[config.mk]
export PLATFORM = sky130hd
export DESIGN_NAME = gpu_instruction_length_decode_flat
export DESIGN_NICKNAME = d
export VERILOG_FILES = /design/src/rtl/gild_pkg.sv /design/src/rtl/gild_if.sv /design/src/rtl/gild_classify.sv /design/src/rtl/gpu_instruction_length_decode.sv /design/src/flat_wrapper.sv
export SDC_FILE = /design/constraint.sdc
export NUM_CORES = 1
export LEC_CHECK = 0
export BUFFER_PORTS_ARGS = -buffer_cell sky130_fd_sc_hd__buf_4
export CAP_MARGIN = 20
export CORE_MARGIN = 10
export CORE_UTILIZATION = 45
export DETAILED_ROUTE_END_ITERATION = 8
export PLACE_DENSITY = 0.65
export RECOVER_POWER = 100
export SYNTH_ARGS = -nofsm -noshare
export SYNTH_HDL_FRONTEND = slang
export SYNTH_HIERARCHICAL = 1
export SYNTH_SLANG_ARGS = --single-unit
export TNS_END_PERCENT = 1
[constraint.sdc]
create_clock -name clk_i -period 4.1 [get_ports clk_i]
set_clock_uncertainty 0.1 [all_clocks]
set_input_delay 0.82 -clock clk_i [delete_from_list [all_inputs] [get_ports clk_i]]
set_output_delay 0.82 -clock clk_i [all_outputs]
set_load 0.02 [all_outputs]
[src/rtl/gild_pkg.sv]
// ----------------------------------------------------------------------------
// Instruction length decode package
// Shared types and encoding constants for the instruction length decoder.
// ----------------------------------------------------------------------------
package gild_pkg;

  // Architecture generation codes held in the configuration register.
  localparam logic [1:0] GEN_FIRST  = 2'd0;
  localparam logic [1:0] GEN_SECOND = 2'd1;
  localparam logic [1:0] GEN_THIRD  = 2'd2;

  // Result lengths in bytes.
  localparam logic [3:0] LEN_NONE  = 4'd0;
  localparam logic [3:0] LEN_SHORT = 4'd4;
  localparam logic [3:0] LEN_LONG  = 4'd8;

  // Scalar encoding selectors in bits 27..23 when bits 29..28 are both set.
  localparam logic [4:0] ENC_SOP1 = 5'h1d;
  localparam logic [4:0] ENC_SOPC = 5'h1e;
  localparam logic [4:0] ENC_SOPP = 5'h1f;

  // Immediate scalar opcode that carries a literal, per generation.
  localparam logic [4:0] SOPK_LIT_OP_EARLY = 5'd21;
  localparam logic [4:0] SOPK_LIT_OP_LATE  = 5'd20;

  // Memory and export classes that take a second dword, one bit per class.
  localparam logic [15:0] MEM8_MASK_EARLY = 16'h55d0;
  localparam logic [15:0] MEM8_MASK_LATE  = 16'h15d3;
  localparam logic [3:0]  MEM_CLASS_GEN2_ONLY = 4'd7;

  // Vector encoding selectors in bits 30..25.
  localparam logic [5:0] VEC_TOP_VOPC = 6'h3e;
  localparam logic [5:0] VEC_TOP_VOP1 = 6'h3f;

  // Multiply-add-constant binary vector opcodes.
  localparam logic [5:0] MAD_OP_EARLY_A = 6'd32;
  localparam logic [5:0] MAD_OP_EARLY_B = 6'd33;
  localparam logic [5:0] MAD_OP_LATE_A  = 6'd23;
  localparam logic [5:0] MAD_OP_LATE_B  = 6'd24;
  localparam logic [5:0] MAD_OP_LATE_C  = 6'd36;
  localparam logic [5:0] MAD_OP_LATE_D  = 6'd37;

  // Source operand codes.
  localparam logic [7:0] SRC_LITERAL_BYTE = 8'hff;
  localparam logic [8:0] SRC_LITERAL      = 9'h0ff;
  localparam logic [8:0] SRC_SDWA         = 9'h0f9;
  localparam logic [8:0] SRC_DPP          = 9'h0fa;

  typedef enum logic [1:0] {
    KIND_SCALAR,
    KIND_MEM,
    KIND_VEC
  } kind_e;

  // Per-family verdicts produced by the classify stage.
  typedef struct packed {
    kind_e kind;
    logic  scalar_long;
    logic  mem_long;
    logic  vec_long;
  } flags_t;

endpackage

[src/rtl/gild_if.sv]
// ----------------------------------------------------------------------------
// Instruction length decode channels
// Valid/ready channels carrying instruction words in and lengths out.
// ----------------------------------------------------------------------------
interface gild_in_if;
  logic        valid;
  logic        ready;
  logic        have_full_word;
  logic [31:0] instr_word;

  modport source (output valid, output have_full_word, output instr_word, input ready);
  modport sink   (input valid, input have_full_word, input instr_word, output ready);
endinterface

interface gild_out_if;
  logic       valid;
  logic       ready;
  logic [3:0] length_bytes;

  modport source (output valid, output length_bytes, input ready);
  modport sink   (input valid, input length_bytes, output ready);
endinterface

[src/rtl/gild_classify.sv]
// ----------------------------------------------------------------------------
// Instruction length decode classifier
// Works out, for one instruction word, which encoding family it belongs to
// and whether each family's rule calls for a trailing literal dword.
// ----------------------------------------------------------------------------
module gild_classify (
  input  logic [31:0]           word_i,
  input  logic [1:0]            gen_i,
  output gild_pkg::flags_t      flags_o
);

  logic       late;
  logic       byte0_lit;
  logic       byte1_lit;
  logic [8:0] src;
  logic       src_long;
  logic [4:0] enc;
  logic [3:0] cls;
  logic [5:0] top;
  logic       mad;
  logic       scalar_long;
  logic       mem_long;

  assign late      = (gen_i >= gild_pkg::GEN_THIRD);
  assign byte0_lit = (word_i[7:0] == gild_pkg::SRC_LITERAL_BYTE);
  assign byte1_lit = (word_i[15:8] == gild_pkg::SRC_LITERAL_BYTE);
  assign src       = word_i[8:0];
  assign src_long  = (src == gild_pkg::SRC_LITERAL) ||
                     (late && ((src == gild_pkg::SRC_SDWA) || (src == gild_pkg::SRC_DPP)));
  assign enc       = word_i[27:23];
  assign cls       = word_i[29:26];
  assign top       = word_i[30:25];

  always_comb begin
    if (word_i[29:28] == 2'b11) begin
      case (enc)
        gild_pkg::ENC_SOP1: scalar_long = byte0_lit;
        gild_pkg::ENC_SOPC: scalar_long = byte0_lit || byte1_lit;
        gild_pkg::ENC_SOPP: scalar_long = 1'b0;
        default: begin
          // Everything else is the immediate form; one opcode carries a literal.
          scalar_long = late ? (enc == gild_pkg::SOPK_LIT_OP_LATE)
                             : (enc == gild_pkg::SOPK_LIT_OP_EARLY);
        end
      endcase
    end else begin
      scalar_long = byte0_lit || byte1_lit;
    end
  end

  always_comb begin
    if (late) begin
      mem_long = gild_pkg::MEM8_MASK_LATE[cls];
    end else begin
      // The early table lists one class that is only long on the second generation.
      mem_long = gild_pkg::MEM8_MASK_EARLY[cls] &&
                 ((cls != gild_pkg::MEM_CLASS_GEN2_ONLY) || (gen_i == gild_pkg::GEN_SECOND));
    end
  end

  always_comb begin
    if (late) begin
      mad = (top == gild_pkg::MAD_OP_LATE_A) || (top == gild_pkg::MAD_OP_LATE_B) ||
            (top == gild_pkg::MAD_OP_LATE_C) || (top == gild_pkg::MAD_OP_LATE_D);
    end else begin
      mad = (top == gild_pkg::MAD_OP_EARLY_A) || (top == gild_pkg::MAD_OP_EARLY_B);
    end
  end

  always_comb begin
    flags_o.scalar_long = scalar_long;
    flags_o.mem_long    = mem_long;
    if ((top == gild_pkg::VEC_TOP_VOPC) || (top == gild_pkg::VEC_TOP_VOP1)) begin
      flags_o.vec_long = src_long;
    end else begin
      flags_o.vec_long = mad || src_long;
    end
    if (!word_i[31]) begin
      flags_o.kind = gild_pkg::KIND_VEC;
    end else if (!word_i[30]) begin
      flags_o.kind = gild_pkg::KIND_SCALAR;
    end else begin
      flags_o.kind = gild_pkg::KIND_MEM;
    end
  end

endmodule

[src/rtl/gpu_instruction_length_decode.sv]
// Path: a word accepted at the input is registered in stage 1, then in
// stage 2, and shows its length from the stage 3 register on the output.
// Throughput: one word per cycle through three register stages when not stalled.
// Reset: the stage valid bits clear and the generation register returns to
// the first generation; payload registers are not reset.
// ----------------------------------------------------------------------------
// GPU instruction length decode
// Reports 0, 4 or 8 bytes for the first dword of an instruction, following
// the encoding rules of the configured architecture generation.
// ----------------------------------------------------------------------------
module gpu_instruction_length_decode (
  input  logic       clk_i,
  input  logic       rst_ni,
  input  logic       cfg_we_i,
  input  logic [1:0] cfg_wdata_i,
  gild_in_if.sink    in_i,
  gild_out_if.source out_o
);

  logic [1:0] gen_q;

  logic        s1_valid_q;
  logic        s1_full_q;
  logic [31:0] s1_word_q;
  logic [1:0]  s1_gen_q;

  logic             s2_valid_q;
  logic             s2_full_q;
  gild_pkg::flags_t s2_flags_d;
  gild_pkg::flags_t s2_flags_q;

  logic       s3_valid_q;
  logic [3:0] s3_len_d;
  logic [3:0] s3_len_q;

  logic adv1;
  logic adv2;
  logic adv3;
  logic sel_long;

  // Each stage moves on when the stage after it is empty or moving too.
  assign adv3     = !s3_valid_q || out_o.ready;
  assign adv2     = !s2_valid_q || adv3;
  assign adv1     = !s1_valid_q || adv2;
  assign in_i.ready = adv1;

  always_ff @(posedge clk_i or negedge rst_ni) begin
    if (!rst_ni) begin
      gen_q <= gild_pkg::GEN_FIRST;
    end else if (cfg_we_i) begin
      gen_q <= cfg_wdata_i;
    end
  end

  // Stage 1: capture the word together with the generation it is decoded under.
  always_ff @(posedge clk_i or negedge rst_ni) begin
    if (!rst_ni) begin
      s1_valid_q <= 1'b0;
    end else if (adv1) begin
      s1_valid_q <= in_i.valid;
    end
  end

  always_ff @(posedge clk_i) begin
    if (adv1 && in_i.valid) begin
      s1_full_q <= in_i.have_full_word;
      s1_word_q <= in_i.instr_word;
      s1_gen_q  <= gen_q;
    end
  end

  // Stage 2: per-family rules.
  gild_classify u_classify (
    .word_i  (s1_word_q),
    .gen_i   (s1_gen_q),
    .flags_o (s2_flags_d)
  );

  always_ff @(posedge clk_i or negedge rst_ni) begin
    if (!rst_ni) begin
      s2_valid_q <= 1'b0;
    end else if (adv2) begin
      s2_valid_q <= s1_valid_q;
    end
  end

  always_ff @(posedge clk_i) begin
    if (adv2 && s1_valid_q) begin
      s2_full_q  <= s1_full_q;
      s2_flags_q <= s2_flags_d;
    end
  end

  // Stage 3: pick the verdict of the word's family and form the length.
  always_comb begin
    case (s2_flags_q.kind)
      gild_pkg::KIND_SCALAR: sel_long = s2_flags_q.scalar_long;
      gild_pkg::KIND_MEM:    sel_long = s2_flags_q.mem_long;
      gild_pkg::KIND_VEC:    sel_long = s2_flags_q.vec_long;
      default:               sel_long = 1'b0;
    endcase
    if (!s2_full_q) begin
      s3_len_d = gild_pkg::LEN_NONE;
    end else if (sel_long) begin
      s3_len_d = gild_pkg::LEN_LONG;
    end else begin
      s3_len_d = gild_pkg::LEN_SHORT;
    end
  end

  always_ff @(posedge clk_i or negedge rst_ni) begin
    if (!rst_ni) begin
      s3_valid_q <= 1'b0;
    end else if (adv3) begin
      s3_valid_q <= s2_valid_q;
    end
  end

  always_ff @(posedge clk_i) begin
    if (adv3 && s2_valid_q) begin
      s3_len_q <= s3_len_d;
    end
  end

  assign out_o.valid        = s3_valid_q;
  assign out_o.length_bytes = s3_len_q;

endmodule

[src/flat_wrapper.sv]
// flat-port wrapper written by rule: the top's interface ports become plain ports
module gpu_instruction_length_decode_flat 
  (clk_i, rst_ni, cfg_we_i, cfg_wdata_i, in_i_valid, in_i_have_full_word, in_i_instr_word, in_i_ready, out_o_valid, out_o_length_bytes, out_o_ready);
  gild_in_if in_i_i ();
  gild_out_if out_o_i ();
  input  logic clk_i;
  input  logic rst_ni;
  input  logic cfg_we_i;
  input  logic [1:0] cfg_wdata_i;
  input wire logic [$bits(in_i_i.valid)-1:0] in_i_valid;
  input wire logic [$bits(in_i_i.have_full_word)-1:0] in_i_have_full_word;
  input wire logic [$bits(in_i_i.instr_word)-1:0] in_i_instr_word;
  output wire logic [$bits(in_i_i.ready)-1:0] in_i_ready;
  output wire logic [$bits(out_o_i.valid)-1:0] out_o_valid;
  output wire logic [$bits(out_o_i.length_bytes)-1:0] out_o_length_bytes;
  input wire logic [$bits(out_o_i.ready)-1:0] out_o_ready;
  assign in_i_i.valid = in_i_valid;
  assign in_i_i.have_full_word = in_i_have_full_word;
  assign in_i_i.instr_word = in_i_instr_word;
  assign in_i_ready = in_i_i.ready;
  assign out_o_valid = out_o_i.valid;
  assign out_o_length_bytes = out_o_i.length_bytes;
  assign out_o_i.ready = out_o_ready;
  gpu_instruction_length_decode u_core (.clk_i(clk_i), .rst_ni(rst_ni), .cfg_we_i(cfg_we_i), .cfg_wdata_i(cfg_wdata_i), .in_i(in_i_i), .out_o(out_o_i));
endmodule
==> flow_summary.yaml, run 1 <==
setup_path:
  crit_path_end_kind: "register"
  cp_max_fo: 28
  reg2reg_depth: 2
  cp.arrival_ns: 2.37
  setup.worst_path.end: "u_core/s1_word_q[13]"
  required_ns: 3.88
  crit_start: "out_o_ready"
  r2r_start: "u_core/out_o.valid"
  start_kind: "input port"
  regToRegEndpoint: "u_core/s1_word_q[13]"
  critPathKind: "in -> reg"
  ff2ff_setup_slack_ns: 1.75
cts:
  cts_made_buffers: 5
  ctsLongestPathBuffers: 2
  hold_buffers: 0
  insertion_delay_ns: 0.28
  clk_pin_slew_ns: 0.07
  root_buffer: "clkbuf_8"
  cts_resized: 0
  cts_tree: "done"
  cts_setup_buffers: 0
  htreeDepth: 2
  clock_sinks: 41
global_routing:
  grt_max_degree: 29
  grt_pass1_wl_um: 4250
  grt-ovfl-total: 0
  grt_pass1_vias: 956
  antenna_found_initial: 0
  grt_use_total_pct: 8.45
run:
  max_cap_violations: 1
layout:
  drive_gt1_share_pct: 25.3
  antennaDiodeCount: 0
  nNetsFinal: 185
  regArea_um2: 1210
  multi_input_area_um2: 365
  design_area_um2: 1980
  fillers: 289
  synthToLayoutAreaGrowth_pct: 20.2
  fin_cells: 192
sta:
  fmax_mhz: 387
  post-route-min-period_ns: 2.59
  worst_slew_pin_slew_ns: 1.69
  tns_ns: 0
  setup_viol: 0
  finalHoldViolations: 0
  holdWs_ns: 0.283
  slew_headroom_pct: -12.8
  drv_slew: 29
  fin_crit_sh_pct: 63.1
  rsz0062_at_grt: "no"
pwr:
  powerDensity_nw_per_um2: 420
  ir_drop_uv: 269
  leakage_nw: 0.719
outcome:
  failed_checks: "max-capacitance violations, max-slew violations"
  outcome: "complete, but fails checks"
floorplanning:
  core_area_um2: 3440
  initial_utilization_pct: 47.8
  die_w_um: 80.4
  ios: 46
  die_area_um2: 6470
  rows: 21
  die_h_um: 80.4
drt:
  antenna_left: 0
  via_per_inst: 4.89
  wl_um: 2690
  initialDrtViolationCount: 32
  dr.pass1.iters: 4
  routedWlPerCell_um: 14.0
  drcViolationCount: 0
  vias: 939
min_path:
  hp-class: "in -> async"
yosys:
  yosysWarnings: 6
  synthesis.area_um2: 1640
  netlist_instances: 107
  synth.avg_cell_area_um2: 15.4
place:
  placed_cell_area_um2: 1940
  placed_cells: 184
  finalWeightedCongestion: 0.735
  hpwl_um: 2120
  io_buffers: 36
-- critical path, cell delays in order --
cell,delay [ns]
clkbuf_1,0.10
nand4b_1,0.16
and2_0,1.28
-- cells in the final DEF (no fill, tap or decap), types with 2 or more instances in the layout --
cell        n
inv_1       5
buf_4       3
and2_0      3
conb_1      2
nand2b_1    5
o22ai_1     2
edfxtp_1   36
nor2_1      3
nand3b_1    2
nand4bb_1   3
nand3_1     5
nor3_1      2
clkbuf_4   26
nand2_1     2
clkbuf_1    9
o21ai_0     3
dfrtp_1     5
nand4_1     3
a21oi_1     6
clkbuf_8    5
-- layout make-up --
cell class	instances	share of cell area, %
sequential	41	61.1
multi-input combinational	56	18.5
timing repair buffer	36	12.3
clock buffer	7	3.86
tap	46	2.91
inverter	5	0.950
clock inverter	1	0.380
-- per-layer routing --
layer	GRT usage, %	vias up	wire [um]
met2	13.9	30	1390
met4	3.17	0	17
met1	9.20	429	1070
met5	0	-	0
li1	-	477	-
met3	4.12	3	206
-- state kept, by name, indices dropped and copies added, names as in the netlist --
register,count
u_core/out_o.length_bytes,2
u_core/gen_q,2
u_core/s2_flags_q,5
u_core/s2_valid_q,1
u_core/s1_gen_q,2
u_core/s1_valid_q,1
u_core/s1_full_q,1
u_core/s2_full_q,1
u_core/out_o.valid,1
u_core/s1_word_q,25
-- per-stage QoR --
step | setup slack [ns] | util [%] | total power [mW]
detailed placement | 1.90 | 56.2 | 0.604
floorplan | 2.16 | - | 0.566
finish | 1.51 | 57.4 | 0.831
global placement | 1.90 | 56.2 | 0.600
CTS | 1.90 | 58.7 | 0.850
global route | 1.33 | 57.4 | 0.872
-- where the power goes --
| group | switching, mW | total [mW] | internal, mW |
|---|---|---|---|
| logic | 0.0354 | 0.0706 | 0.0352 |
| clock network | 0.125 | 0.245 | 0.120 |
| registers | 0.0195 | 0.515 | 0.495 |
| total | 0.180 | 0.831 | 0.651 |
-- how the worst min path moves through the flow --
stage / to / slack, ns / depth (start not counted)
4_1_cts: u_core/s1_valid_q / 0.22 / 1
2_1_floorplan: u_core/s2_full_q / 0.30 / 0
3_5_place_dp: u_core/s2_full_q / 0.32 / 0
5_1_grt: u_core/gen_q[0] / 0.30 / 1
3_3_place_gp: u_core/s2_full_q / 0.31 / 0
6_report: u_core/out_o.valid / 0.28 / 1
No activity file was read; power rests on OpenSTA's default activity.
==> inputs of run 2 (changes only) <==
--- a/config.mk
+++ b/config.mk
@@ -5,6 +5,7 @@
 export SDC_FILE = /design/constraint.sdc
 export NUM_CORES = 1
 export LEC_CHECK = 0
+export ABC_AREA = 1
 export BUFFER_PORTS_ARGS = -buffer_cell sky130_fd_sc_hd__buf_4
 export CAP_MARGIN = 20
 export CORE_MARGIN = 10
==> constraint.sdc (replaced) <==
create_clock -name clk_i -period 2.65 [get_ports clk_i]
set_clock_uncertainty 0.1 [all_clocks]
set_input_delay 0.53 -clock clk_i [delete_from_list [all_inputs] [get_ports clk_i]]
set_output_delay 0.53 -clock clk_i [all_outputs]
set_load 0.02 [all_outputs]
==> run 2 against run 1 <==
The flow now finishes without violations. Synthesized cell count rose by 41%. Worst hold slack better by 0.051 ns. Non-clock buffer count up 2. Flip-flop and latch count is the same. Via count grew 18%. Total power is 81% higher. Critical path depth fell by 1. Setup slack lost 0.61 ns. Register-to-register slack worse by 0.79 ns. Die area increased by 3.3%. Cell count grew 26%. Largest power group unchanged.
==> flow_summary.yaml, run 2 <==
setup_path:
  path_cells: "nand4_1 > clkbuf_1"
  crit_path_end_kind: "output pin"
  reg2reg_depth: 4
  ff2ff_setup_slack_ns: 0.96
  max_stage_delay_ns: 0.43
  timing.critical_path.slowest_stage_cell: "dfrtp_1"
  critPathKind: "reg -> out"
  critical-path-top-delay-family: "flip-flops"
  cp.arrival_ns: 1.12
  start_kind: "register"
  required_ns: 2.02
  path_buf_inv: 1
  cp.depth: 2
  cp_max_fo: 5
sta:
  holdWs_ns: 0.334
  fin_crit_sh_pct: 65.9
  fmax_mhz: 572
  setup_viol: 0
  worst_slew_pin_slew_ns: 0.648
  tns_ns: 0
  post-route-min-period_ns: 1.75
  rsz0062_at_grt: "no"
  drv_slew: 0
  slew_headroom_pct: 56.8
  finalHoldViolations: 0
drt:
  dr.pass1.iters: 4
  initialDrtViolationCount: 35
  wl_um: 2870
  via_per_inst: 4.61
  vias: 1111
  drcViolationCount: 0
  antenna_left: 0
  routedWlPerCell_um: 11.9
global_routing:
  globalRouteMet2Util_pct: 15.3
  grt-ovfl-total: 0
  grt_pass1_wl_um: 4630
  antenna_found_initial: 0
  grtUsageMet3_pct: 5.24
  grt_use_total_pct: 9.28
  met1_usage_pct: 8.89
  grt.busiest_layer: "met2"
  grt_max_degree: 29
  grt_pass1_vias: 1090
pwr:
  powerDensity_nw_per_um2: 715
  power_mw: 1.50
  leakage_nw: 0.924
  ir_drop_uv: 442
layout:
  fillers: 320
  fin_cells: 241
  mostFrequentLayoutCells: "nand2_1 (42), edfxtp_1 (36), clkbuf_4 (25)"
  nNetsFinal: 232
  antennaDiodeCount: 0
  largest_reg_flops: 25
  reg_top3: "u_core/s1_word_q (25), u_core/s2_flags_q (5)"
  regArea_um2: 1210
  layout_commonest_cell: "nand2_1"
  design_area_um2: 2100
  drive_gt1_share_pct: 22.8
  synthToLayoutAreaGrowth_pct: 22.5
  largest-register: "u_core/s1_word_q"
  multi_input_area_um2: 385
floorplanning:
  rows: 22
  die_h_um: 81.8
  die_area_um2: 6690
  initial_utilization_pct: 46.5
  core_area_um2: 3690
  die_w_um: 81.8
  ios: 46
min_path:
  holdPathStages: 1
  hp-class: "in -> reg"
cts:
  insertion_delay_ns: 0.29
  cts_setup_buffers: 0
  clock_sinks: 41
  htreeDepth: 2
  cts_made_buffers: 5
  clk_pin_slew_ns: 0.07
  root_buffer: "clkbuf_8"
  ctsLongestPathBuffers: 2
  cts_tree: "done"
place:
  hpwl_um: 2200
  placed_cell_area_um2: 2020
  finalWeightedCongestion: 0.788
  io_buffers: 36
  placed_cells: 232
yosys:
  synthesis.area_um2: 1720
  synth.avg_cell_area_um2: 11.4
  netlist_instances: 151
  yosysWarnings: 6
outcome:
  outcome: "finished clean"
run:
  max_cap_violations: 0
-- run 2: layout make-up --
class | count | area share [%]
clock buffer | 6 | 3.45
clock inverter | 2 | 1.61
inverter | 22 | 3.93
multi-input combinational | 84 | 18.3
sequential | 41 | 57.3
tap | 48 | 2.86
timing repair buffer | 38 | 12.5
-- run 2: power by group --
group | internal, mW | leakage, nW | switching, mW
clock | 0.278 | 0.0528 | 0.198
combinational | 0.0712 | 0.463 | 0.112
sequential | 0.800 | 0.408 | 0.0447
-- run 2: repair_timing --
| item | 4_1_cts | 5_1_grt |
|---|---|---|
| gates resized for setup | 0 | 0 |
| hold buffers | 1 | 0 |
| endpoints found under the hold margin | 5 | 0 |
-- run 2: path summary, 6_finish.rpt --
kind                                     from              endpoint
min in group asynchronous              rst_ni     u_core/s2_valid_q
max in group asynchronous              rst_ni     u_core/s1_valid_q
hold / removal             in_i_instr_word[4]   u_core/s1_word_q[4]
setup / recovery           u_core/out_o.valid            in_i_ready
hold reg to reg              u_core/s1_full_q      u_core/s2_full_q
setup reg to reg           u_core/out_o.valid  u_core/s1_word_q[28]
-- run 2: per-layer routing --
metal | wire (um) | vias to the layer above | share of wire, %
met4 | 56 | 0 | 2.0
met2 | 1450 | 36 | 50
met3 | 262 | 6 | 9.1
met5 | 0 | - | 0
met1 | 1100 | 495 | 38
li1 | - | 574 | -
-- run 2: through the flow --
step / setup slack (ns) / util [%]
floorplan: 0.781 / -
global placement: 0.996 / 54.8
detailed placement: 0.988 / 54.8
CTS: 0.963 / 57.9
global route: 0.820 / 57.0
finish: 0.902 / 57.0
-- run 2: worst register-to-register path, cell delays in order (launching register included) --
cell and delay, ns:
dfrtp_1 0.43, nand4_1 0.15, nand2_1 0.08, inv_1 0.05, clkbuf_2 0.51
==> inputs of run 3 (changes only) <==
--- a/config.mk
+++ b/config.mk
@@ -5,13 +5,13 @@
 export SDC_FILE = /design/constraint.sdc
 export NUM_CORES = 1
 export LEC_CHECK = 0
-export ABC_AREA = 1
+export ABC_AREA = 0
 export BUFFER_PORTS_ARGS = -buffer_cell sky130_fd_sc_hd__buf_4
 export CAP_MARGIN = 20
 export CORE_MARGIN = 10
 export CORE_UTILIZATION = 45
 export DETAILED_ROUTE_END_ITERATION = 8
-export PLACE_DENSITY = 0.65
+export PLACE_DENSITY = 0.68
 export RECOVER_POWER = 100
 export SYNTH_ARGS = -nofsm -noshare
 export SYNTH_HDL_FRONTEND = slang
==> constraint.sdc (replaced) <==
create_clock -name clk_i -period 1.5 [get_ports clk_i]
set_clock_uncertainty 0.1 [all_clocks]
set_input_delay 0.3 -clock clk_i [delete_from_list [all_inputs] [get_ports clk_i]]
set_output_delay 0.3 -clock clk_i [all_outputs]
set_load 0.02 [all_outputs]
==> run 3 against run 2 <==
Worst hold slack worse by 0.23 ns. Sequential share of layout area grew 0.87 points. Via count fell by 10%. Global-route usage is 0.28 points higher. Non-clock buffer count grew 4. Flip-flop and latch count unchanged.
==> flow_summary.yaml, run 3 (same netlist as run 1, synthesis figures left out) <==
sta:
  drv_slew: 0
  fmax_mhz: 688
  setup_viol: 0
  post-route-min-period_ns: 1.45
  finalHoldViolations: 0
  rsz0062_at_grt: "yes"
  fin_crit_sh_pct: 96.9
  tns_ns: 0
min_path:
  min_to: "u_core/s1_word_q[14]"
  worst_hold_startpoint: "in_i_instr_word[14]"
  hp-class: "in -> reg"
  holdPathStages: 1
setup_path:
  crit_path_end_kind: "register"
  r2r_start: "u_core/s1_word_q[28]"
  path_cells: "nand4_1 > or4_1 > o21ai_1"
  max_stage_delay_ns: 0.52
  regToRegEndpoint: "u_core/s2_flags_q[2]"
  reg2reg_depth: 3
  cp_max_fo: 10
  critPathKind: "reg -> reg"
  timing.critical_path.slowest_stage_cell: "edfxtp_1"
  start_kind: "register"
  required_ns: 1.54
  ff2ff_setup_slack_ns: 0.05
  cp.arrival_ns: 1.49
global_routing:
  grt_pass1_wl_um: 4740
  antenna_found_initial: 0
  grtUsageMet3_pct: 4.01
  grt_max_degree: 29
  met1_usage_pct: 9.75
  grt_use_total_pct: 9.56
  grt_pass1_vias: 1093
  globalRouteMet2Util_pct: 16.1
  grt-ovfl-total: 0
  grt.busiest_layer: "met2"
cts:
  cts_made_buffers: 5
  insertion_delay_ns: 0.28
  clk_pin_slew_ns: 0.08
  htreeDepth: 2
  ctsLongestPathBuffers: 2
  clock_sinks: 41
  root_buffer: "clkbuf_8"
  cts_tree: "done"
layout:
  drive_gt1_share_pct: 31.6
  layout_commonest_cell: "edfxtp_1"
  nNetsFinal: 191
  largest-register: "u_core/s1_word_q"
  reg_top3: "u_core/s1_word_q (25), u_core/s2_flags_q (5)"
  synthToLayoutAreaGrowth_pct: 26.0
  mostFrequentLayoutCells: "edfxtp_1 (36), clkbuf_4 (26), buf_4 (11)"
  largest_reg_flops: 25
  fillers: 288
  antennaDiodeCount: 0
run:
  max_cap_violations: 0
drt:
  antenna_left: 0
  initialDrtViolationCount: 51
  routedWlPerCell_um: 14.5
  via_per_inst: 5.04
  vias: 998
  drcViolationCount: 0
  dr.pass1.iters: 4
  wl_um: 2870
floorplanning:
  die_w_um: 80.4
  rows: 21
  initial_utilization_pct: 47.8
  die_area_um2: 6470
  ios: 46
  core_area_um2: 3440
  die_h_um: 80.4
outcome:
  outcome: "finished clean"
pwr:
  ir_drop_uv: 589
  power_mw: 2.48
  leakage_nw: 0.781
  powerDensity_nw_per_um2: 1200
place:
  finalWeightedCongestion: 0.825
  hpwl_um: 2150
  io_buffers: 36
-- run 3: through the flow --
stage	hold slack, ns	utilization (%)	cell area [um2]	cells	worst slack [ns]
floorplan	-0.0956	-	1650	108	0.0867
global placement	0.00288	56.7	1950	186	0.0825
detailed placement	0.00970	56.7	1950	186	0.0728
CTS	0.0736	60.2	2070	195	0.0409
global route	0.0876	60.2	2070	198	-0.0556
finish	0.106	60.2	2070	198	0.0466
-- run 3: area by class of cell --
| class | count | area, um2 | area share, % |
|---|---|---|---|
| well taps | 46 | 57.6 | 2.78 |
| repair buffers | 42 | 303 | 14.6 |
| flip-flops and latches | 41 | 1210 | 58.2 |
| multi-input cells | 56 | 375 | 18.1 |
| clock inverters | 2 | 38.8 | 1.87 |
| clock buffers | 6 | 72.6 | 3.50 |
| inverters | 5 | 18.8 | 0.906 |
-- run 3: how the worst max path moves through the flow --
stage                     cells past startpoint              endpoint            startpoint  slack [ns]
final                                         3  u_core/s2_flags_q[2]  u_core/s1_word_q[28]        0.05
after global routing                          4  u_core/s2_flags_q[0]  u_core/s1_word_q[26]       -0.06
after CTS                                     3  u_core/s2_flags_q[2]  u_core/s1_word_q[28]        0.04
after detailed placement                      3  u_core/s2_flags_q[2]  u_core/s1_word_q[28]        0.07
after global placement                        3  u_core/s2_flags_q[2]  u_core/s1_word_q[28]        0.08
after floorplan                               2      u_core/s1_full_q    u_core/out_o.valid        0.09
-- run 3: routing by layer --
metal	up-vias	part of all wire, %
li1	487	-
met3	5	6.4
met2	22	52
met4	0	1.6
met5	-	0
met1	484	40
-- run 3: worst max-delay path, delay by kind of cell (launching register included) --
kind            cells  cell delay [ns]
simple gates        2             0.60
flops               1             0.52
compound gates      1             0.08
-- run 3: power by group --
part | leakage, nW | switching, mW | internal (mW)
Sequential | 0.405 | 0.0496 | 1.35
Combinational | 0.320 | 0.109 | 0.116
Clock | 0.0554 | 0.354 | 0.499
Total | 0.781 | 0.513 | 1.97
-- run 3: what timing repair did --
action,CTS,global route
hold buffers,1,0
setup endpoints to repair,0,2
buffers inserted,0,3
resized for setup,0,3
endpoints found under the hold margin,5,0
